### config.mk
export PLATFORM = sky130hd
export DESIGN_NAME = pcacc_front
export DESIGN_NICKNAME = d
export VERILOG_FILES = /design/src/hdl/pcacc_pkg.sv /design/src/hdl/pcacc_front.sv
export SDC_FILE = /design/constraint.sdc
export NUM_CORES = 1
export LEC_CHECK = 0
export BUFFER_PORTS_ARGS = -buffer_cell sky130_fd_sc_hd__buf_2
export CAP_MARGIN = 20
export CORE_MARGIN = 3
export CORE_UTILIZATION = 40
export DETAILED_ROUTE_END_ITERATION = 6
export HOLD_SLACK_MARGIN = 0.08
export PLACE_DENSITY_LB_ADDON = 0.2
export RECOVER_POWER = 25
export SLEW_MARGIN = 10
export SYNTH_ARGS = -nofsm -noshare
export SYNTH_HDL_FRONTEND = slang
export SYNTH_SLANG_ARGS = --single-unit
### constraint.sdc
create_clock -name clock -period 5.7 [get_ports clock]
set_clock_uncertainty 0.2 [all_clocks]
set_input_delay 0.57 -clock clock [delete_from_list [all_inputs] [get_ports clock]]
set_output_delay 0.57 -clock clock [all_outputs]
set_load 0.005 [all_outputs]
### src/hdl/pcacc_pkg.sv
// Package for the patch covariance accumulator: payload structs, codes, sizes.
// No dependencies.
package pcacc_pkg;

   localparam int MAX_DIM = 16;
   localparam int MAX_LOCATIONS = 256;
   localparam int DIM_W = $clog2(MAX_DIM);
   localparam int LOC_W = $clog2(MAX_LOCATIONS);
   localparam int SUM_AW = LOC_W + DIM_W;
   localparam int MOM_AW = LOC_W + 2 * DIM_W;
   localparam logic signed [47:0] ACC_MAX = 48'sh7FFF_FFFF_FFFF;
   localparam logic signed [47:0] ACC_MIN = 48'sh8000_0000_0000;

   localparam logic [2:0] ACT_ADD = 3'd0;
   localparam logic [2:0] ACT_RD_SUM = 3'd1;
   localparam logic [2:0] ACT_RD_MOM = 3'd2;
   localparam logic [2:0] ACT_RD_CNT = 3'd3;
   localparam logic [2:0] ACT_CLEAR = 3'd4;

   localparam logic [1:0] ST_OK = 2'd0;
   localparam logic [1:0] ST_COUNT = 2'd1;
   localparam logic [1:0] ST_LOC = 2'd2;
   localparam logic [1:0] ST_INDEX = 2'd3;

   localparam logic CSR_DIM = 1'b0;
   localparam logic CSR_LOCS = 1'b1;

   typedef struct packed {
      logic [2:0]         action;
      logic [7:0]         location;
      logic signed [15:0] element_value;
      logic               last_element;
      logic [3:0]         row_index;
      logic [3:0]         column_index;
   } req_type;

   typedef struct packed {
      logic [1:0]         status;
      logic signed [47:0] read_value;
   } rsp_type;

   typedef enum logic [2:0] {
      OP_NONE, OP_ACCUM, OP_RD_SUM, OP_RD_MOM, OP_RD_CNT, OP_CLEAR, OP_STATUS
   } op_type;

   // Classified work handed from front to back.
   typedef struct packed {
      op_type       op;
      logic [1:0]   status;
      logic [LOC_W-1:0] loc;
      logic [DIM_W-1:0] row;
      logic [DIM_W-1:0] col;
      logic [DIM_W:0]   dim;
      logic         bump;
   } cmd_type;

   typedef enum logic [2:0] {
      BK_IDLE, BK_CLEAR, BK_RD, BK_RD_WAIT, BK_MAC, BK_MAC_WR, BK_OUT
   } bk_state_type;

endpackage

### src/hdl/pcacc_front.sv
// Front end: buffers patch elements, checks ranges and counts, issues commands.
// Depends on pcacc_pkg.
module pcacc_front (
   input  logic                           clock,
   input  logic                           reset,
   input  logic                           req_valid,
   output logic                           req_stall,
   input  pcacc_pkg::req_type             req_data,
   input  logic [4:0]                     dim_cfg,
   input  logic [8:0]                     locs_cfg,
   input  logic                           q_full,
   output logic                           q_push,
   output pcacc_pkg::cmd_type             q_cmd,
   input  logic                           mac_done,
   input  logic [pcacc_pkg::DIM_W-1:0]    buf_rd_addr,
   output logic signed [15:0]             buf_rd_data,
   input  logic [pcacc_pkg::DIM_W-1:0]    buf_rd_addr2,
   output logic signed [15:0]             buf_rd_data2
);
   logic signed [15:0] buf_mem [pcacc_pkg::MAX_DIM];
   logic [pcacc_pkg::DIM_W:0] count_ff, count_in;
   logic [pcacc_pkg::DIM_W:0] dim_eff;
   logic [9:0] locs_eff;
   logic accept, loc_bad, is_add;
   logic pend_ff, pend_in;

   always_comb begin
      if (dim_cfg == 5'd0) dim_eff = (pcacc_pkg::DIM_W+1)'(1);
      else if (dim_cfg > 5'(pcacc_pkg::MAX_DIM))
         dim_eff = (pcacc_pkg::DIM_W+1)'(pcacc_pkg::MAX_DIM);
      else dim_eff = (pcacc_pkg::DIM_W+1)'(dim_cfg);
      if (locs_cfg == 9'd0) locs_eff = 10'd1;
      else if (locs_cfg > 9'(pcacc_pkg::MAX_LOCATIONS))
         locs_eff = 10'(pcacc_pkg::MAX_LOCATIONS);
      else locs_eff = {1'b0, locs_cfg};
   end

   // The buffer is shared with the back end: hold adds from the push of a
   // completed good patch until the back end has finished multiplying it.
   assign is_add = req_data.action == pcacc_pkg::ACT_ADD;
   assign req_stall = q_full || (is_add && pend_ff);
   assign accept = req_valid && !req_stall;
   assign loc_bad = {2'b0, req_data.location} >= locs_eff;

   always_comb begin
      count_in = count_ff;
      pend_in = pend_ff && !mac_done;
      q_push = 1'b0;
      q_cmd.op = pcacc_pkg::OP_NONE;
      q_cmd.status = pcacc_pkg::ST_OK;
      q_cmd.loc = req_data.location;
      q_cmd.row = req_data.row_index;
      q_cmd.col = req_data.column_index;
      q_cmd.dim = dim_eff;
      q_cmd.bump = {2'b0, req_data.location} == locs_eff - 10'd1;
      if (accept) begin
         unique case (req_data.action) inside
            pcacc_pkg::ACT_ADD: begin
               if (count_ff < (pcacc_pkg::DIM_W+1)'(pcacc_pkg::MAX_DIM))
                  count_in = count_ff + 1'b1;
               else count_in = (pcacc_pkg::DIM_W+1)'(pcacc_pkg::MAX_DIM + 1);
               if (req_data.last_element) begin
                  q_push = 1'b1;
                  if (loc_bad) begin
                     q_cmd.op = pcacc_pkg::OP_STATUS; q_cmd.status = pcacc_pkg::ST_LOC;
                  end else if (count_in != dim_eff) begin
                     q_cmd.op = pcacc_pkg::OP_STATUS; q_cmd.status = pcacc_pkg::ST_COUNT;
                  end else begin
                     q_cmd.op = pcacc_pkg::OP_ACCUM; pend_in = 1'b1;
                  end
                  count_in = '0;
               end
            end
            pcacc_pkg::ACT_RD_SUM, pcacc_pkg::ACT_RD_MOM: begin
               q_push = 1'b1;
               if (loc_bad) begin
                  q_cmd.op = pcacc_pkg::OP_STATUS; q_cmd.status = pcacc_pkg::ST_LOC;
               end else if ({1'b0, req_data.row_index} >= dim_eff ||
                  (req_data.action == pcacc_pkg::ACT_RD_MOM &&
                   {1'b0, req_data.column_index} >= dim_eff)) begin
                  q_cmd.op = pcacc_pkg::OP_STATUS; q_cmd.status = pcacc_pkg::ST_INDEX;
               end else if (req_data.action == pcacc_pkg::ACT_RD_SUM)
                  q_cmd.op = pcacc_pkg::OP_RD_SUM;
               else q_cmd.op = pcacc_pkg::OP_RD_MOM;
            end
            pcacc_pkg::ACT_RD_CNT: begin
               q_push = 1'b1; q_cmd.op = pcacc_pkg::OP_RD_CNT;
            end
            pcacc_pkg::ACT_CLEAR: begin
               q_push = 1'b1; q_cmd.op = pcacc_pkg::OP_CLEAR; count_in = '0;
            end
            default: ;
         endcase
      end
   end

   always_ff @(posedge clock) begin
      if (reset) begin
         count_ff <= '0; pend_ff <= 1'b0;
      end else begin
         count_ff <= count_in; pend_ff <= pend_in;
      end
   end

   always_ff @(posedge clock) begin
      if (accept && is_add && count_ff < (pcacc_pkg::DIM_W+1)'(pcacc_pkg::MAX_DIM))
         buf_mem[count_ff[pcacc_pkg::DIM_W-1:0]] <= req_data.element_value;
   end

   assign buf_rd_data = buf_mem[buf_rd_addr];
   assign buf_rd_data2 = buf_mem[buf_rd_addr2];
endmodule

* Word level (Yosys, flattened, before mapping)
Memory sizes are Yosys's and may differ from the RTL's.
Index checks and enable logic that the tools add are counted.
** Word-level totals
- Register bits after elaboration :: 6
- Memory bits (writable) :: 256
- Bits of input ports :: 63
- Logic and storage cells :: 64
- Memories kept :: 1
** Memories
- buf_mem :: words 16, width 16, read ports 2, clocked after memory_dff 0, wr ports 1, line pcacc_front.sv:20 : logic signed [15:0] buf_mem [pcacc_pkg::MAX_DIM];
** Cells by class
- Add/subtract/negate cells :: 2
- $lt $le $gt $ge :: 6
- Equality and inequality tests :: 6
- Multiplexer cells :: 30
- Reduce and logical (&&, ||, !) cells :: 17
** Operator list (number)
- 5-bit 2-to-1 mux :: 10
- 3-bit case mux with 4 select lines :: 1
- 1-bit 2-to-1 mux :: 11
- 8-bit by 10-bit == test with 1-bit output :: 1
- 4-bit by 5-bit greater-or-equal comparator with 1-bit output :: 2
- 8-bit by 10-bit greater-or-equal comparator with 1-bit output :: 1
- 10-bit 2-to-1 mux :: 1
- 5-bit case mux with 2 select lines :: 1
- 10-bit by 1-bit subtractor with 10-bit output, second input constant :: 1
- 9-bit > comparator, second input constant :: 1
- 9-bit logical NOT :: 1
- 9-bit 2-to-1 mux :: 1
- 3-bit by 2-bit == test with 1-bit output, second input constant :: 2
- 1-bit logical AND :: 6
- 3-bit 2-to-1 mux :: 2
- 5-bit by 1-bit adder with 5-bit output, second input constant :: 1
- 5-bit > comparator, second input constant :: 1
- 5-bit logical NOT :: 1
- 5-bit less-than comparator, second input constant :: 1
- 5-bit inequality test :: 1
- 2-bit case mux with 2 select lines :: 1
- 4-bit OR reduction :: 1
- 3-bit by 1-bit == test with 1-bit output, second input constant :: 1
- 3-bit == test, second input constant :: 1
- 8 further kinds :: 10

* Logic depth before layout (Yosys ltp)
- Depth after elaboration :: 12
- Gate-level depth with buffers :: 14
- Depth with buffers taken out :: 13

* Least setup slack after synthesis
OpenSTA, ideal clock, no wires.
- Path type :: in2out
- Start point :: input locs_cfg[3]
- End point :: output q_cmd[26] (netlist bit)
- Arrival :: 2.992 ns
- Data required time :: 4.930 ns
- Path slack :: 1.938 ns
- Stages on the path :: 14
- Cell sequence :: or4_1 -> buf_2 -> nor2_4 -> a21oi_1 -> or2_2 -> inv_1 -> ha_1 -> nor2b_1 -> o21ai_0 -> nand4_1 -> a211oi_1 -> o21ai_0 -> nand3b_1 -> a32o_1
** RTL lines
- start, declared :: line pcacc_front.sv:10 : input logic [8:0] locs_cfg,
- end, declared :: line pcacc_front.sv:13 : output pcacc_pkg::cmd_type q_cmd,

==> results by stage <==
Run status:
- The flow ran to the end, and the final reports show no timing, DRC or antenna violations.

Detailed routing:
- The detail route stage leaves a number of antenna-violating nets equal to 0.
- The via count of the routed design is 7408.
- Using the TritonRoute via totals, the vias-per-cell ratio works out to 5.87.
- The detailed-router iteration count before antenna repair is 5.
- The routed design has 32200 µm of wire.
- For this block, the initial DRC count from the detailed router was 561.
- Dividing the detail-routed wire length by the instance count gives 25.5 µm.
- For this run, design rule violations remaining after detail routing come to 0.

Timing:
- For the final routed database, the setup TNS stands at 0 ns.
- The number of max-slew violations in the final report is 0.
- Setup repair after global routing left no endpoint under its margin.
- The worst path needs 4.58 ns of the cycle, external delays included.
- The hold violation total from the final report is 0.
- Dividing the final minimum period by the clock period gives 0.804.
- Derived from the worst setup path, the maximum achievable clock frequency is 218 MHz.
- The final count of negative-setup-slack endpoints is 0.
- For the pin with the worst max-slew slack, the measured transition is 0.842 ns.
- The worst relative slew slack is 0.439.

Setup path:
- The path depth of the worst reg2reg path is 6.
- Data on the critical path is required at its endpoint by 4.93 ns.
- The beginning of the critical path is locs_cfg[3].
- The worst setup path is of the in -> out kind.
- For flop-to-flop paths, the worst setup slack is 2.84 ns.
- In this run the worst path has a maximum fanout of 11.
- The endpoint of the worst register-to-register path is buf_mem[15][14].
- The capturing element type of the critical path is an output pin.
- STA classifies the critical path startpoint as an input pin.
- The reg-to-reg critical path startpoint is pend_ff.
- The end point of the critical path is q_cmd[26].
- The endpoint arrival time on the critical path is 3.81 ns.

Placement:
- Buffers placed on the I/O ports in this run total 123.
- The last weighted congestion value of the routability-driven placer is 0.838.
- Detailed placement finished with a half-perimeter wire length of 20000 µm.
- The cell total after placement is 1210.

Yosys:
- The count of different cell masters after synthesis is 54.
- The part of the Yosys area used for sequential elements is 0.597.
- A synthesized cell averages 18.8 µm².
- Synthesis produced 696 cells.
- In this run, synthesis produced a sequential element count of 262.
- The number of nets produced by synthesis is 780.
- The most used flip-flop cell after synthesis is sky130_fd_sc_hd__edfxtp_1.
- In this run, synthesis inferred 256 flip-flops with an integrated enable.
- The synthesized cell area is 13100 µm².
- Counting flops with an async set or reset pin after synthesis yields a share of 0.
- The Yosys step of the flow raised 0 warnings.

Cells and area:
- The total inserted antenna cells is 0.
- The finished layout holds 1262 standard cells, fillers aside.
- From synthesis to final layout, the design area changed by 14.4%.
- The number of inserted filler cells in the final layout is 2737.
- The total number of nets in the final design is 890.
- The share of post-route cells with drive strength above 1 is 0.429.

Die:
- The number of rows created at floorplan is 65.
- The y dimension of the die is 187 µm.
- The starting utilization of the core area is 0.410.
- The total area inside the core boundary comes to 31900 µm².
- 124 I/O pins were placed.
- The horizontal extent of the die is 187 µm.
- The die covers 34900 µm².

Global route:
- The via count of the first global-routing pass is 7886.
- The maximum number of pins on one net before global-route repair is 41.
- The number of antenna violations at the first check in global routing came to 0.
- The global-route wire length before repair is 48500 µm.
- The overflow left after global routing is 0.
- The overall routing resource usage is 0.183.

Clock tree:
- The post-cts repair resize count is 0.
- The clock reaches the later pin of the worst-skew pair after 0.53 ns.
- After clock tree synthesis, the clock-pin slew on the worst setup and hold paths is 0.05 ns.
- The number of buffers added to fix hold violations after cts is 0.
- The root buffer cell is sky130_fd_sc_hd__clkbuf_16.
- In this run the number of H-tree levels came out at 1.
- TritonCTS created 29 clock buffers.
- TritonCTS built the clock tree.
- The number of sinks on the clock net is 262.
- The maximum root-to-sink buffer count is 3.
- The number of post-CTS setup repair buffers is 0.

Worst hold path:
- The worst hold path passes through 2 cells.
- The type of the most critical hold path is in -> reg.
- The startpoint identified for the worst hold timing path is reset.

Job:
- The number of max-capacitance violations reported is 0.

Power and ir drop:
- The leakage dissipation is 4.88 nW.
- In this run the power density over the cells is 279 nW/µm².
- The maximum vdd ir drop is 213 µV.
## state kept, by name, indices dropped and copies added, names as in the netlist
signal / flops
buf_mem: 256
count_ff: 5
pend_ff: 1
## worst min path at each step
stage                              to  slack (ns)
after floorplan           count_ff[0]        0.31
after global placement    count_ff[0]        0.36
after detailed placement  count_ff[0]        0.37
after CTS                 count_ff[4]        0.08
after global routing      count_ff[0]        0.11
final                     count_ff[3]        0.11
## cells in the final DEF (no fill, tap or decap), types with 2 or more instances in the layout
cell | Yosys | layout
sky130_fd_sc_hd__clkinvlp_4 | 0 | 2
sky130_fd_sc_hd__nand4_1 | 2 | 2
sky130_fd_sc_hd__nor2_4 | 1 | 3
sky130_fd_sc_hd__a2111oi_0 | 2 | 2
sky130_fd_sc_hd__nor4_1 | 4 | 4
sky130_fd_sc_hd__o22ai_1 | 2 | 2
sky130_fd_sc_hd__nor3_2 | 1 | 5
sky130_fd_sc_hd__inv_1 | 14 | 14
sky130_fd_sc_hd__xnor2_1 | 8 | 8
sky130_fd_sc_hd__edfxtp_1 | 256 | 256
sky130_fd_sc_hd__nor2_2 | 0 | 10
sky130_fd_sc_hd__ha_1 | 21 | 21
sky130_fd_sc_hd__o21ai_0 | 13 | 13
sky130_fd_sc_hd__and2_1 | 2 | 2
sky130_fd_sc_hd__o21a_1 | 3 | 3
sky130_fd_sc_hd__a22oi_1 | 3 | 3
sky130_fd_sc_hd__nand2b_1 | 12 | 12
sky130_fd_sc_hd__o31ai_1 | 2 | 2
sky130_fd_sc_hd__nand3_1 | 5 | 5
sky130_fd_sc_hd__dfxtp_1 | 6 | 6
sky130_fd_sc_hd__and3_1 | 2 | 2
sky130_fd_sc_hd__nand2_1 | 18 | 18
sky130_fd_sc_hd__buf_4 | 16 | 22
sky130_fd_sc_hd__nor2b_1 | 4 | 4
sky130_fd_sc_hd__buf_2 | 22 | 109
sky130_fd_sc_hd__a21oi_1 | 20 | 20
sky130_fd_sc_hd__clkbuf_1 | 21 | 18
sky130_fd_sc_hd__a211oi_1 | 3 | 3
sky130_fd_sc_hd__or3_1 | 5 | 5
sky130_fd_sc_hd__mux4_2 | 160 | 160
sky130_fd_sc_hd__clkinv_1 | 0 | 7
sky130_fd_sc_hd__nor2_1 | 25 | 13
sky130_fd_sc_hd__nor3_1 | 16 | 12
sky130_fd_sc_hd__clkinv_2 | 0 | 6
sky130_fd_sc_hd__clkbuf_16 | 0 | 29
## logic make-up (layout without fill, tap and decap cells)
kind of cell	Yosys count	after routing	share of synthesized area
adder cells (fa/ha/maj)	21	21	0.0201
XOR/XNOR	10	10	0.00727
multiplexers	161	161	0.277
AO/OA/AOI/OAI	60	60	0.0289
buffers and inverters	78	209	0.0292
flip-flops	262	262	0.597
AND/OR/NAND/NOR	104	104	0.0410
## metrics by stage
step	hold WS [ns]	instance area (µm²)	total power [mW]	utilization	worst slack, ns
global placement	0.358	14100	2.52	0.443	1.42
finish	0.106	15000	4.18	0.470	1.12
detailed placement	0.372	14100	2.53	0.443	1.17
CTS	0.0801	15000	4.22	0.470	1.15
floorplan	0.309	13100	2.40	-	1.94
global route	0.110	15000	4.33	0.470	0.777
## critical path, stage by stage
cell and delay [ns]:
sky130_fd_sc_hd__buf_2 0.16, sky130_fd_sc_hd__or4_1 0.68, sky130_fd_sc_hd__nor2_4 0.16, sky130_fd_sc_hd__a21oi_1 0.07, sky130_fd_sc_hd__or2_2 0.32, sky130_fd_sc_hd__inv_1 0.06
sky130_fd_sc_hd__ha_1 0.14, sky130_fd_sc_hd__nor2b_1 0.05, sky130_fd_sc_hd__o21ai_0 0.24, sky130_fd_sc_hd__nand4_1 0.14, sky130_fd_sc_hd__a211oi_1 0.56, sky130_fd_sc_hd__o21ai_0 0.22
sky130_fd_sc_hd__nand3b_1 0.15, sky130_fd_sc_hd__a32o_1 0.17, sky130_fd_sc_hd__buf_2 0.11
## layer usage
layer  vias up  track usage  wire, µm
met3        60       0.0210      1620
met4         0       0.0491       819
li1       3168            -         -
met5         -            0         0
met1      3923        0.237     12800
met2       257        0.328     17000
## synthesized netlist by cell type, types with 5 or more instances
cell type,count,area (µm²)
sky130_fd_sc_hd__edfxtp_1,256,7690
sky130_fd_sc_hd__mux4_2,160,3600
sky130_fd_sc_hd__o21ai_0,13,65.1
sky130_fd_sc_hd__clkbuf_1,21,78.8
sky130_fd_sc_hd__buf_2,22,110
sky130_fd_sc_hd__ha_1,21,263
sky130_fd_sc_hd__nand2_1,18,67.6
sky130_fd_sc_hd__inv_1,14,52.6
sky130_fd_sc_hd__or3_1,5,31.3
sky130_fd_sc_hd__xnor2_1,8,70.1
sky130_fd_sc_hd__nor3_1,16,80.1
sky130_fd_sc_hd__nand3_1,5,25.0
sky130_fd_sc_hd__nand2b_1,12,75.1
sky130_fd_sc_hd__buf_4,16,120
sky130_fd_sc_hd__a21oi_1,20,100
sky130_fd_sc_hd__dfxtp_1,6,120
sky130_fd_sc_hd__nor2_1,25,93.8
## power breakdown
group          switching, mW  internal [mW]
clock                  0.723          0.973
sequential          0.000699           2.11
combinational          0.191          0.179
total                  0.915           3.27
## cell type report
class / count / area [µm²] / share of cell area
Inverter: 14 / 52.6 / 0.00351
Tap cell: 435 / 544 / 0.0364
Timing Repair Buffer: 143 / 756 / 0.0505
Clock buffer: 35 / 748 / 0.0500
Sequential cell: 262 / 7810 / 0.522
Multi-Input combinational cell: 356 / 4950 / 0.331
Clock inverter: 17 / 110 / 0.00736
Power figures use the tool's default switching activity.
