--- config.mk ---
export PLATFORM = sky130hd
export DESIGN_NAME = pcacc_queue
export DESIGN_NICKNAME = d
export VERILOG_FILES = /design/src/hdl/pcacc_pkg.sv /design/src/hdl/pcacc_queue.sv
export SDC_FILE = /design/constraint.sdc
export NUM_CORES = 1
export LEC_CHECK = 0
export BUFFER_PORTS_ARGS = -buffer_cell sky130_fd_sc_hd__buf_2
export CAP_MARGIN = 40
export CORE_MARGIN = 2
export CORE_UTILIZATION = 40
export CTS_CLUSTER_SIZE = 24
export DETAILED_ROUTE_END_ITERATION = 12
export PLACE_DENSITY = 0.66
export SLEW_MARGIN = 5
export SYNTH_ARGS = -nofsm -noshare
export SYNTH_HDL_FRONTEND = slang
export SYNTH_SLANG_ARGS = --single-unit
--- constraint.sdc ---
create_clock -name clock -period 2.1 [get_ports clock]
set_clock_uncertainty 0.1 [all_clocks]
set_input_delay 0.21 -clock clock [delete_from_list [all_inputs] [get_ports clock]]
set_output_delay 0.21 -clock clock [all_outputs]
set_load 0.02 [all_outputs]
--- src/hdl/pcacc_pkg.sv ---
// Package for the patch covariance accumulator: payload structs, codes, sizes.
// No dependencies.
package pcacc_pkg;

   localparam int MAX_DIM = 16;
   localparam int MAX_LOCATIONS = 256;
   localparam int DIM_W = $clog2(MAX_DIM);
   localparam int LOC_W = $clog2(MAX_LOCATIONS);
   localparam int SUM_AW = LOC_W + DIM_W;
   localparam int MOM_AW = LOC_W + 2 * DIM_W;
   localparam logic signed [47:0] ACC_MAX = 48'sh7FFF_FFFF_FFFF;
   localparam logic signed [47:0] ACC_MIN = 48'sh8000_0000_0000;

   localparam logic [2:0] ACT_ADD = 3'd0;
   localparam logic [2:0] ACT_RD_SUM = 3'd1;
   localparam logic [2:0] ACT_RD_MOM = 3'd2;
   localparam logic [2:0] ACT_RD_CNT = 3'd3;
   localparam logic [2:0] ACT_CLEAR = 3'd4;

   localparam logic [1:0] ST_OK = 2'd0;
   localparam logic [1:0] ST_COUNT = 2'd1;
   localparam logic [1:0] ST_LOC = 2'd2;
   localparam logic [1:0] ST_INDEX = 2'd3;

   localparam logic CSR_DIM = 1'b0;
   localparam logic CSR_LOCS = 1'b1;

   typedef struct packed {
      logic [2:0]         action;
      logic [7:0]         location;
      logic signed [15:0] element_value;
      logic               last_element;
      logic [3:0]         row_index;
      logic [3:0]         column_index;
   } req_type;

   typedef struct packed {
      logic [1:0]         status;
      logic signed [47:0] read_value;
   } rsp_type;

   typedef enum logic [2:0] {
      OP_NONE, OP_ACCUM, OP_RD_SUM, OP_RD_MOM, OP_RD_CNT, OP_CLEAR, OP_STATUS
   } op_type;

   // Classified work handed from front to back.
   typedef struct packed {
      op_type       op;
      logic [1:0]   status;
      logic [LOC_W-1:0] loc;
      logic [DIM_W-1:0] row;
      logic [DIM_W-1:0] col;
      logic [DIM_W:0]   dim;
      logic         bump;
   } cmd_type;

   typedef enum logic [2:0] {
      BK_IDLE, BK_CLEAR, BK_RD, BK_RD_WAIT, BK_MAC, BK_MAC_WR, BK_OUT
   } bk_state_type;

endpackage

--- src/hdl/pcacc_queue.sv ---
// Short command queue between front and back ends.
// Depends on pcacc_pkg.
module pcacc_queue (
   input  logic                clock,
   input  logic                reset,
   input  logic                push,
   input  pcacc_pkg::cmd_type  push_cmd,
   output logic                full,
   input  logic                pop,
   output logic                not_empty,
   output pcacc_pkg::cmd_type  head
);
   pcacc_pkg::cmd_type slot_ff [2];
   logic [1:0] cnt_ff, cnt_in;
   logic rd_ff, wr_ff;

   assign full = cnt_ff == 2'd2;
   assign not_empty = cnt_ff != 2'd0;
   assign head = slot_ff[rd_ff];
   assign cnt_in = cnt_ff + 2'(push) - 2'(pop);

   always_ff @(posedge clock) begin
      if (reset) begin
         cnt_ff <= '0; rd_ff <= 1'b0; wr_ff <= 1'b0;
      end else begin
         cnt_ff <= cnt_in;
         if (push) wr_ff <= !wr_ff;
         if (pop) rd_ff <= !rd_ff;
      end
   end

   always_ff @(posedge clock) begin
      if (push) slot_ff[wr_ff] <= push_cmd;
   end
endmodule

After elaboration in Yosys (flattened, before gate mapping) --
Memory sizes are Yosys's and may differ from the RTL's. A register that Yosys moved wholly into a read port is not among the register bits. Index checks and enable logic that the tools add are counted. Widths: inputs -> output; s select.
Operators by class: $add $sub $neg 2, equality and inequality tests 1, multiplexer cells 4, reduce and logical (&&, ||, !) cells 3
Operator list (count):
- $mux 1 | 4
- $add 2x1->2 | 1
- $eq 2x2->1 const B | 1
- $logic_not 1->1 | 2
- $reduce_bool 2->1 | 1
- $sub 2x1->2 | 1
Word-level totals: bits in registers 4, input bits 31, output and inout port bits 29, word-level logic and storage cells 14, bits in writable memories 54, memories kept 1
Memories:
- slot_ff | words 2, bits a word 27, rd ports 1, clocked after Yosys merged registers in 1, wr ports 1, line pcacc_queue.sv:13 | pcacc_pkg::cmd_type slot_ff [2];

Logic depth before layout (Yosys ltp) --
Gate-level depths: netlist (run 1).
depth after elaboration 3, mapped depth 6, gate-level depth less buffers 6

Least setup slack after synthesis (run 1) --
OpenSTA, ideal clock, no wires.
kind reg-to-reg, start register wr_ff, end memory slot_ff[0][0] (netlist name) (enable), stages on the path, launching flop included 2, setup time 0.414 ns, period minus slack after synthesis 2.062 ns, data required time 1.586 ns, setup slack 0.038 ns, arrival 1.548 ns, path buffers 0, cell sequence dfxtp_1 > nor2b_1
RTL lines:
- from (decl) | line pcacc_queue.sv:15 | logic rd_ff, wr_ff;
- from (signal assigned) | line pcacc_queue.sv:27 | if (push) wr_ff <= !wr_ff;
- to (decl) | line pcacc_queue.sv:13
Straight into the memory's write port.

==> results.py, run 1 <==
metrics = {
    "status": {
        "outcome": "complete, no violations",
    },
    "final_layout": {
        "fin_util": 0.566,
        "diodes": 0,
        "fin_nets": 237,
        "drive_above_1_share": 0.512,
        "instances_no_fill": 281,
        "n_fill_cell": 430,
        "seq_area_um2": 1720,
        "multi_input_area_um2": 493,
        "postLayoutCellArea_um2": 3120,
        "area_growth_pct": 37.2,
    },
    "timing": {
        "setup_viol": 0,
        "post-route-min-period_ns": 1.77,
        "setup-tns-final_ns": 0,
        "max_clock_freq_mhz": 566,
        "rsz0062_at_grt": "false",
        "slew_headroom": 0.759,
        "worstMarginPinSlew_ns": 0.361,
        "final_max_slew_viol_count": 0,
        "whs_ns": 0.0811,
        "finalHoldViolCount": 0,
        "fin_crit_sh": 0.841,
        "worst_slack_ns": 0.334,
    },
    "grt": {
        "grt_pass1_vias": 1311,
        "grt-ovfl-total": 0,
        "grt_max_degree": 28,
        "track_usage": 0.132,
        "grt_pass1_wl_um": 5950,
        "grt_antenna_before_repair": 0,
    },
    "critical_path": {
        "cp_max_fo": 24,
        "r2r_setup_slack_ns": 0.61,
        "reg2reg_from": "cnt_ff[0]",
        "required_ns": 1.79,
        "critPathKind": "reg2out",
        "crit_arrival_ns": 1.46,
        "timing.rr.end": "cnt_ff[1]",
        "critPathLaunchType": "flop",
        "cp-end-kind": "primary output",
        "ff2ff_path_depth": 6,
    },
    "yosys": {
        "synth.distinct_cells": 14,
        "synth_top_family_by_area": "multiplexers",
        "avgSynthCellArea_um2": 21.6,
        "syn_nets": 138,
        "synth-compound-area-share": 0,
        "synth-xor-area-share": 0.0176,
        "synthAdderAreaFrac": 0.0110,
        "ys_warn_count": 0,
        "synthSimpleGateAreaFrac": 0.0204,
        "syn_area_um2": 2270,
        "synth-seq-area-share": 0.758,
        "synth_top_area_frac": 0.714,
        "syn_inst": 105,
        "synth_area_leaders": "edfxtp_1, mux2_4, dfxtp_1, mux2_2, buf_12",
        "synth_area_leader_cell": "edfxtp_1",
        "yosys_register_bits": 59,
        "muxShareOfSynthArea": 0.167,
    },
    "clocking": {
        "cts-root-buf": "clkbuf_8",
        "post_cts_buffers": 0,
        "hold_buffers": 28,
        "clk_pin_slew_ns": 0.06,
        "htreeDepth": 3,
        "ctsResizeCount": 0,
        "cts.sinks": 59,
        "clock_latency_ns": 0.32,
        "cts_inserted_buffers": 9,
        "clockBufferDepth": 2,
        "cts_tree": "yes",
    },
    "hold_path": {
        "hold_path.startpoint": "pop",
        "worstHoldEndpoint": "rd_ff",
        "hp-class": "in2reg",
        "holdPathStages": 3,
    },
    "flow_run": {
        "drv_cap": 0,
    },
    "power_and_ir_drop": {
        "leakagePower_nw": 1.26,
        "irDropWorstVdd_uv": 632,
        "powerDensity_nw_per_um2": 893,
        "power_mw": 2.78,
    },
    "floorplan": {
        "core_um2": 5510,
        "rows": 27,
        "die_w_um": 79.3,
        "die_area_um2": 6300,
        "die_h_um": 79.3,
        "ioPinCount": 60,
        "start_util": 0.412,
    },
    "placement": {
        "place_ws_ns": 0.615,
        "hpwlAfterDp_um": 2470,
        "gp_congestion": 0.666,
        "numPortBuffers": 59,
        "dpl_cell_area_um2": 2650,
        "placedCellCount": 237,
    },
    "route": {
        "drt_iter0_drc": 24,
        "drc_errors": 0,
        "postRouteAntennaNets": 0,
        "vias": 1245,
        "first_pass_iters": 4,
        "wl_per_cell_um": 13.5,
        "drt-total-wl_um": 3800,
        "routed_via_density": 4.43,
    },
}
-- kinds of logic after synthesis --
kind of cell,after synthesis
buffers and inverters,5
AND/OR/NAND/NOR,9
multiplexers,27
flip-flops,59
XOR/XNOR,3
adder cells (fa/ha/maj),2
-- cell type report --
class	instances	share of cell area
Sequential cell	59	0.553
Timing Repair Buffer	91	0.198
Multi-Input combinational cell	41	0.158
Clock buffer	10	0.0410
Tap cell	72	0.0289
Clock inverter	6	0.0181
Inverter	2	0.00241
-- state kept, by name (all words and copies together) (netlist names), named ones only --
signal,count
cnt_ff,2
rd_ff,1
slot_ff,54
wr_ff,1
-- metal layers --
layer | global-route usage | routed length [µm] | up-vias
li1 | - | - | 600
met1 | 0.134 | 1540 | 596
met2 | 0.241 | 1990 | 41
met3 | 0.0364 | 183 | 8
met4 | 0.0793 | 79 | 0
met5 | 0 | 0 | -
-- worst max-delay path, stage by stage (launching register included) --
cell and delay (ns):
dfxtp_2 0.38, buf_12 0.22, mux2_2 0.36, buf_2 0.16
-- cell usage in the layout, fill, tap and decap left out --
cell | netlist | final
ha_1 | 2 | 2
dlygate4sd3_1 | 0 | 28
nor2b_1 | 3 | 2
xnor3_1 | 1 | 1
clkbuf_1 | 0 | 1
inv_1 | 2 | 2
dfxtp_1 | 5 | 4
mux2_2 | 7 | 7
buf_12 | 2 | 1
clkbuf_8 | 0 | 9
and2_1 | 1 | 1
clkinvlp_4 | 0 | 1
mux2_4 | 20 | 20
xnor2_1 | 2 | 2
or2_2 | 1 | 1
buf_4 | 0 | 3
nor2_1 | 4 | 4
buf_2 | 0 | 59
clkinv_1 | 0 | 1
nor2b_2 | 0 | 1
dfxtp_2 | 0 | 1
bufinv_16 | 0 | 1
clkinv_2 | 0 | 3
edfxtp_1 | 54 | 54
-- worst max path at each step --
stage,end,slack [ns],depth (start not counted)
finish,head[0],0.33,3
floorplan,slot_ff[0][0],0.04,1
global placement,cnt_ff[1],0.69,6
detailed placement,cnt_ff[1],0.62,6
CTS,head[0],0.31,3
global route,head[1],0.28,3
-- where the power goes --
group / internal, mW / switching (mW) / total, mW / leakage, nW
registers: 1.37 / 0.0274 / 1.40 / 0.549
logic: 0.228 / 0.219 / 0.447 / 0.614
clock network: 0.537 / 0.400 / 0.937 / 0.0935
-- synth_stat cells (all sizes together) --
| library cell | instances |
|---|---|
| inv | 2 |
| mux2 | 27 |
| nor2 | 4 |
| and2 | 1 |
| nor2b | 3 |
| dfxtp | 5 |
| buf | 3 |
| ha | 2 |
| xnor2 | 2 |
| or2 | 1 |
| xnor3 | 1 |
| edfxtp | 54 |
No activity file was read; power rests on OpenSTA's default activity.
==> run 2: changes to the inputs <==
- ABC_AREA: default -> 1
- clock period: 2.1 -> 1.43 ns (I/O delays scaled with it)
==> results.py, run 2 <==
metrics = {
    "timing": {
        "final_max_slew_viol_count": 0,
        "setup_viol": 27,
        "worstMarginPinSlew_ns": 0.201,
        "finalHoldViolCount": 0,
        "worst_slack_ns": -0.183,
        "slew_headroom": 0.866,
        "rsz0062_at_grt": "true",
        "post-route-min-period_ns": 1.61,
        "max_clock_freq_mhz": 620,
        "fin_crit_sh": 1.13,
    },
    "grt": {
        "met2_usage": 0.239,
        "use_met1": 0.147,
        "grt_max_degree": 28,
        "grt_antenna_before_repair": 0,
        "grt-ovfl-total": 0,
        "grt_pass1_vias": 1397,
        "grt_pass1_wl_um": 6270,
        "use_met3": 0.0373,
        "grt_busiest_layer": "met2",
        "track_usage": 0.140,
    },
    "yosys": {
        "synth.distinct_cells": 14,
        "synth-edff-count": 54,
        "syn_inst": 115,
        "ys.flop_type": "edfxtp_1",
        "synth_area_leader_cell": "edfxtp_1",
        "synth_area_leaders": "edfxtp_1, mux2_4, dfxtp_1, mux2_2, buf_12",
        "synth-seq-area-share": 0.756,
        "ys_warn_count": 0,
        "yosys_register_bits": 59,
        "syn_area_um2": 2280,
        "synth_common_cells": "edfxtp_1, mux2_4, inv_1, mux2_2, nor2_1",
        "syn_nets": 148,
        "avgSynthCellArea_um2": 19.8,
        "async_flop_share": 0,
        "synth.most_common_cell": "edfxtp_1",
        "synth_top_area_frac": 0.712,
    },
    "critical_path": {
        "crit_end": "head[26]",
        "reg2reg_from": "rd_ff",
        "critPathLaunchType": "flop",
        "critPathKind": "reg2out",
        "crit_arrival_ns": 1.37,
        "ff2ff_path_depth": 3,
        "required_ns": 1.19,
        "r2r_setup_slack_ns": 0.12,
        "cp-end-kind": "primary output",
        "cp_max_fo": 10,
    },
    "floorplan": {
        "core_um2": 5510,
        "ioPinCount": 60,
        "die_area_um2": 6310,
        "die_h_um": 79.4,
        "die_w_um": 79.4,
        "start_util": 0.413,
        "rows": 27,
    },
    "final_layout": {
        "n_fill_cell": 451,
        "diodes": 0,
        "top_regs": "slot_ff: 54 flops, cnt_ff: 2 flops",
        "layout_common_cells": "edfxtp_1, buf_2, dlygate4sd3_1",
        "fin_util": 0.599,
        "drive_above_1_share": 0.473,
        "area_growth_pct": 44.9,
        "multi_input_area_um2": 484,
        "final_common_cell": "edfxtp_1",
        "seq_area_um2": 1730,
        "fin_nets": 250,
        "largest_reg_flops": 54,
        "largest-register": "slot_ff",
    },
    "clocking": {
        "cts_tree": "yes",
        "htreeDepth": 3,
        "cts.sinks": 59,
        "clk_pin_slew_ns": 0.05,
        "post_cts_buffers": 0,
        "clockBufferDepth": 2,
        "cts_inserted_buffers": 9,
        "clock_latency_ns": 0.32,
        "cts-root-buf": "clkbuf_8",
    },
    "route": {
        "vias": 1292,
        "postRouteAntennaNets": 0,
        "drt_iter0_drc": 45,
        "wl_per_cell_um": 13.6,
        "routed_via_density": 4.39,
        "first_pass_iters": 4,
        "drc_errors": 0,
        "drt-total-wl_um": 3990,
    },
    "hold_path": {
        "hp-class": "in2reg",
    },
    "power_and_ir_drop": {
        "irDropWorstVdd_uv": 590,
        "powerDensity_nw_per_um2": 1220,
        "leakagePower_nw": 1.35,
    },
    "placement": {
        "hpwlAfterDp_um": 2570,
        "place_ws_ns": 0.132,
        "numPortBuffers": 59,
        "gp_congestion": 0.648,
    },
    "flow_run": {
        "drv_cap": 0,
    },
    "status": {
        "violations": "setup timing",
        "outcome": "finished, violations left",
    },
}
-- run 2: cell types whose count changed in the layout (fill, tap and decap cells not counted), sizes merged, moves of 2 or more --
cell    change
nor2        +3
nor2b       -3
buf         +2
nand2       +5
clkbuf      +6
inv         +6
clkinv      -4
-- run 2: logic make-up after synthesis --
group                      Yosys count  share of synthesized area
AOI/OAI and AO/OA                    1                    0.00220
xor gates and xnor gates             1                    0.00385
and+or+nand+nor                     14                     0.0242
adders and majority gates            2                     0.0110
buffers and inverters               11                     0.0357
muxes                               27                      0.167
DFF                                 59                      0.756
-- run 2: worst min path at each step --
| stage | startpoint | to | slack (ns) | cells past startpoint |
|---|---|---|---|---|
| after CTS | push | wr_ff | 0.02 | 3 |
| after global placement | push_cmd[7] | slot_ff[0][7] | 0.23 | 1 |
| after global routing | push | wr_ff | 0.05 | 3 |
| final | push | wr_ff | 0.03 | 3 |
| after detailed placement | push_cmd[20] | slot_ff[1][20] | 0.24 | 1 |
| after floorplan | reset | cnt_ff[0] | 0.11 | 1 |
-- run 2: critical path, cell delays in order (launching register included) --
cell     delay (ns)
dfxtp_4        0.41
buf_12         0.15
mux2_2         0.33
buf_2          0.16
-- run 2: final cells by class --
class / count / share of cell area
Clock buffer: 16 / 0.0516
Timing Repair Buffer: 94 / 0.242
Inverter: 8 / 0.00911
Multi-Input combinational cell: 45 / 0.147
Sequential cell: 59 / 0.523
Tap cell: 72 / 0.0273
-- run 2: layer usage --
layer  routed length [µm]  part of all wire
met4                  131             0.033
met2                 2110              0.53
met3                  166             0.042
met1                 1580              0.40
met5                    0                 0
-- run 2: repair_timing --
item | CTS | global route
endpoints found under the setup margin | 27 | 27
gates resized for setup | 24 | 14
gates cloned | 1 | 0
hold buffers | 29 | 0
hold endpoints to repair | 58 | 0
pin swaps | 0 | 0
-- run 2: stage by stage --
stage / setup TNS [ns] / hold slack [ns] / cell area [µm²] / instances / power, mW
after floorplan: -1.02 / 0.114 / 2280 / 115 / 2.44
after global placement: 0 / 0.232 / 2690 / 248 / 2.61
after detailed placement: 0 / 0.237 / 2690 / 248 / 2.63
after CTS: -4.75 / 0.0172 / 3250 / 294 / 4.05
after global routing: -5.21 / 0.0490 / 3300 / 294 / 4.20
final: -3.95 / 0.0296 / 3300 / 294 / 4.03
-- run 2: power breakdown --
| part | total [mW] | internal (mW) | leakage [nW] | switching, mW |
|---|---|---|---|---|
| sequential | 2.03 | 1.99 | 0.549 | 0.0372 |
| combinational | 0.715 | 0.388 | 0.711 | 0.327 |
| clock | 1.28 | 0.727 | 0.0850 | 0.556 |
==> run 3: changes to the inputs <==
- ABC_AREA: 1 -> default
==> results.py, run 3 (same netlist as run 1, synthesis figures left out) <==
metrics = {
    "clocking": {
        "htreeDepth": 3,
        "cts_tree": "yes",
        "cts-root-buf": "clkbuf_8",
        "clockBufferDepth": 2,
        "clk_pin_slew_ns": 0.07,
        "clock_latency_ns": 0.33,
        "post_cts_buffers": 0,
        "cts_inserted_buffers": 9,
        "cts.sinks": 59,
    },
    "final_layout": {
        "n_fill_cell": 402,
        "largest-register": "slot_ff",
        "seq_area_um2": 1730,
        "fin_util": 0.603,
        "area_growth_pct": 46.3,
        "multi_input_area_um2": 504,
        "top_regs": "slot_ff: 54 flops, cnt_ff: 2 flops",
        "largest_reg_flops": 54,
        "final_common_cell": "edfxtp_1",
        "drive_above_1_share": 0.524,
        "diodes": 0,
        "fin_nets": 240,
        "layout_common_cells": "edfxtp_1, buf_2, dlygate4sd3_1",
    },
    "route": {
        "vias": 1274,
        "drt_iter0_drc": 53,
        "drt-total-wl_um": 4060,
        "wl_per_cell_um": 14.3,
        "routed_via_density": 4.49,
        "drc_errors": 0,
        "first_pass_iters": 3,
        "postRouteAntennaNets": 0,
    },
    "grt": {
        "grt_antenna_before_repair": 0,
        "grt_max_degree": 16,
        "grt-ovfl-total": 0,
        "track_usage": 0.139,
        "grt_pass1_wl_um": 6120,
        "grt_pass1_vias": 1388,
    },
    "timing": {
        "post-route-min-period_ns": 1.59,
        "worstMarginPinSlew_ns": 0.201,
        "worst_slack_ns": -0.158,
        "max_clock_freq_mhz": 630,
        "final_max_slew_viol_count": 0,
        "setup_viol": 27,
        "fin_crit_sh": 1.11,
        "finalHoldViolCount": 0,
        "rsz0062_at_grt": "true",
        "slew_headroom": 0.866,
    },
    "critical_path": {
        "crit_arrival_ns": 1.35,
        "crit_buf_inv": 2,
        "cp_max_fo": 12,
        "required_ns": 1.19,
        "cp-end-kind": "primary output",
        "critPathLaunchType": "flop",
        "crit_slowest_cell": "dfxtp_4",
        "critical_path.cell_chain": "buf_12 > mux2_2 > buf_2",
        "critPathKind": "reg2out",
        "cp_slowest_stage_delay_ns": 0.37,
        "path_delay_family": "flip-flops",
    },
    "status": {
        "outcome": "finished, violations left",
        "violations": "setup timing",
    },
    "power_and_ir_drop": {
        "leakagePower_nw": 1.34,
        "irDropWorstVdd_uv": 754,
        "powerDensity_nw_per_um2": 1330,
    },
    "placement": {
        "place_ws_ns": -0.0678,
        "numPortBuffers": 59,
        "gp_congestion": 0.609,
        "hpwlAfterDp_um": 2570,
    },
    "flow_run": {
        "drv_cap": 0,
    },
    "floorplan": {
        "ioPinCount": 60,
        "die_area_um2": 6300,
        "core_um2": 5510,
        "die_h_um": 79.3,
        "rows": 27,
        "start_util": 0.412,
        "die_w_um": 79.3,
    },
    "hold_path": {
        "hp-class": "in2reg",
    },
}
-- run 3: cell types whose count changed in the layout (fill, tap and decap cells not counted), sizes merged, moves of 2 or more --
| cell | change |
|---|---|
| clkbuf | -7 |
| nor2b | +3 |
| clkinv | +5 |
| nor2 | -3 |
| nand2 | -5 |
| bufinv | +2 |
| inv | -6 |
-- run 3: per-layer routing --
layer / vias up / global-route usage / wire length (µm)
li1: 605 / - / -
met1: 613 / 0.135 / 1560
met2: 47 / 0.242 / 2220
met3: 9 / 0.0580 / 211
met4: 0 / 0.0862 / 73
met5: - / 0 / 0
-- run 3: what timing repair did --
action / CTS / global route
hold buffers: 30 / 0
endpoints found under the setup margin: 28 / 28
resized for setup: 12 / 26
pin swaps: 2 / 1
endpoints found under the hold margin: 59 / 0
-- run 3: worst paths after layout --
kind	from	to	slack (ns)	cells after the start
min	push	cnt_ff[0]	0.16	3
max reg2reg	cnt_ff[0]	cnt_ff[1]	0.11	6
min reg2reg	rd_ff	rd_ff	0.42	2
max	flop	head[0]	-0.16	3
-- run 3: worst register-to-register path: stages, from the launching register on --
cell	delay, ns
dfxtp_2	0.34
inv_1	0.05
ha_1	0.26
inv_1	0.06
ha_2	0.16
xnor3_1	0.19
nor2_1	0.09
-- run 3: area by class of cell --
cell class / count / share of cell area
flip-flops and latches: 59 / 0.520
repair buffers: 94 / 0.237
multi-input cells: 41 / 0.152
clock buffers: 9 / 0.0373
well taps: 72 / 0.0271
clock inverters: 7 / 0.0248
inverters: 2 / 0.00226
-- run 3: metrics by stage --
step / setup TNS [ns] / cell area (µm²) / hold WS [ns] / instances / power (mW)
floorplan: -3.41 / 2270 / 0.115 / 105 / 2.51
global placement: 0 / 2710 / 0.231 / 239 / 2.70
detailed placement: -0.0678 / 2710 / 0.235 / 239 / 2.72
CTS: -4.51 / 3250 / 0.112 / 285 / 4.40
global route: -4.92 / 3320 / 0.184 / 284 / 4.59
finish: -3.63 / 3320 / 0.159 / 284 / 4.41
-- run 3: power breakdown --
part | total (mW) | switching [mW] | internal, mW
Combinational | 0.771 | 0.345 | 0.426
Clock | 1.58 | 0.621 | 0.959
Sequential | 2.05 | 0.0422 | 2.01
Total | 4.41 | 1.01 | 3.40
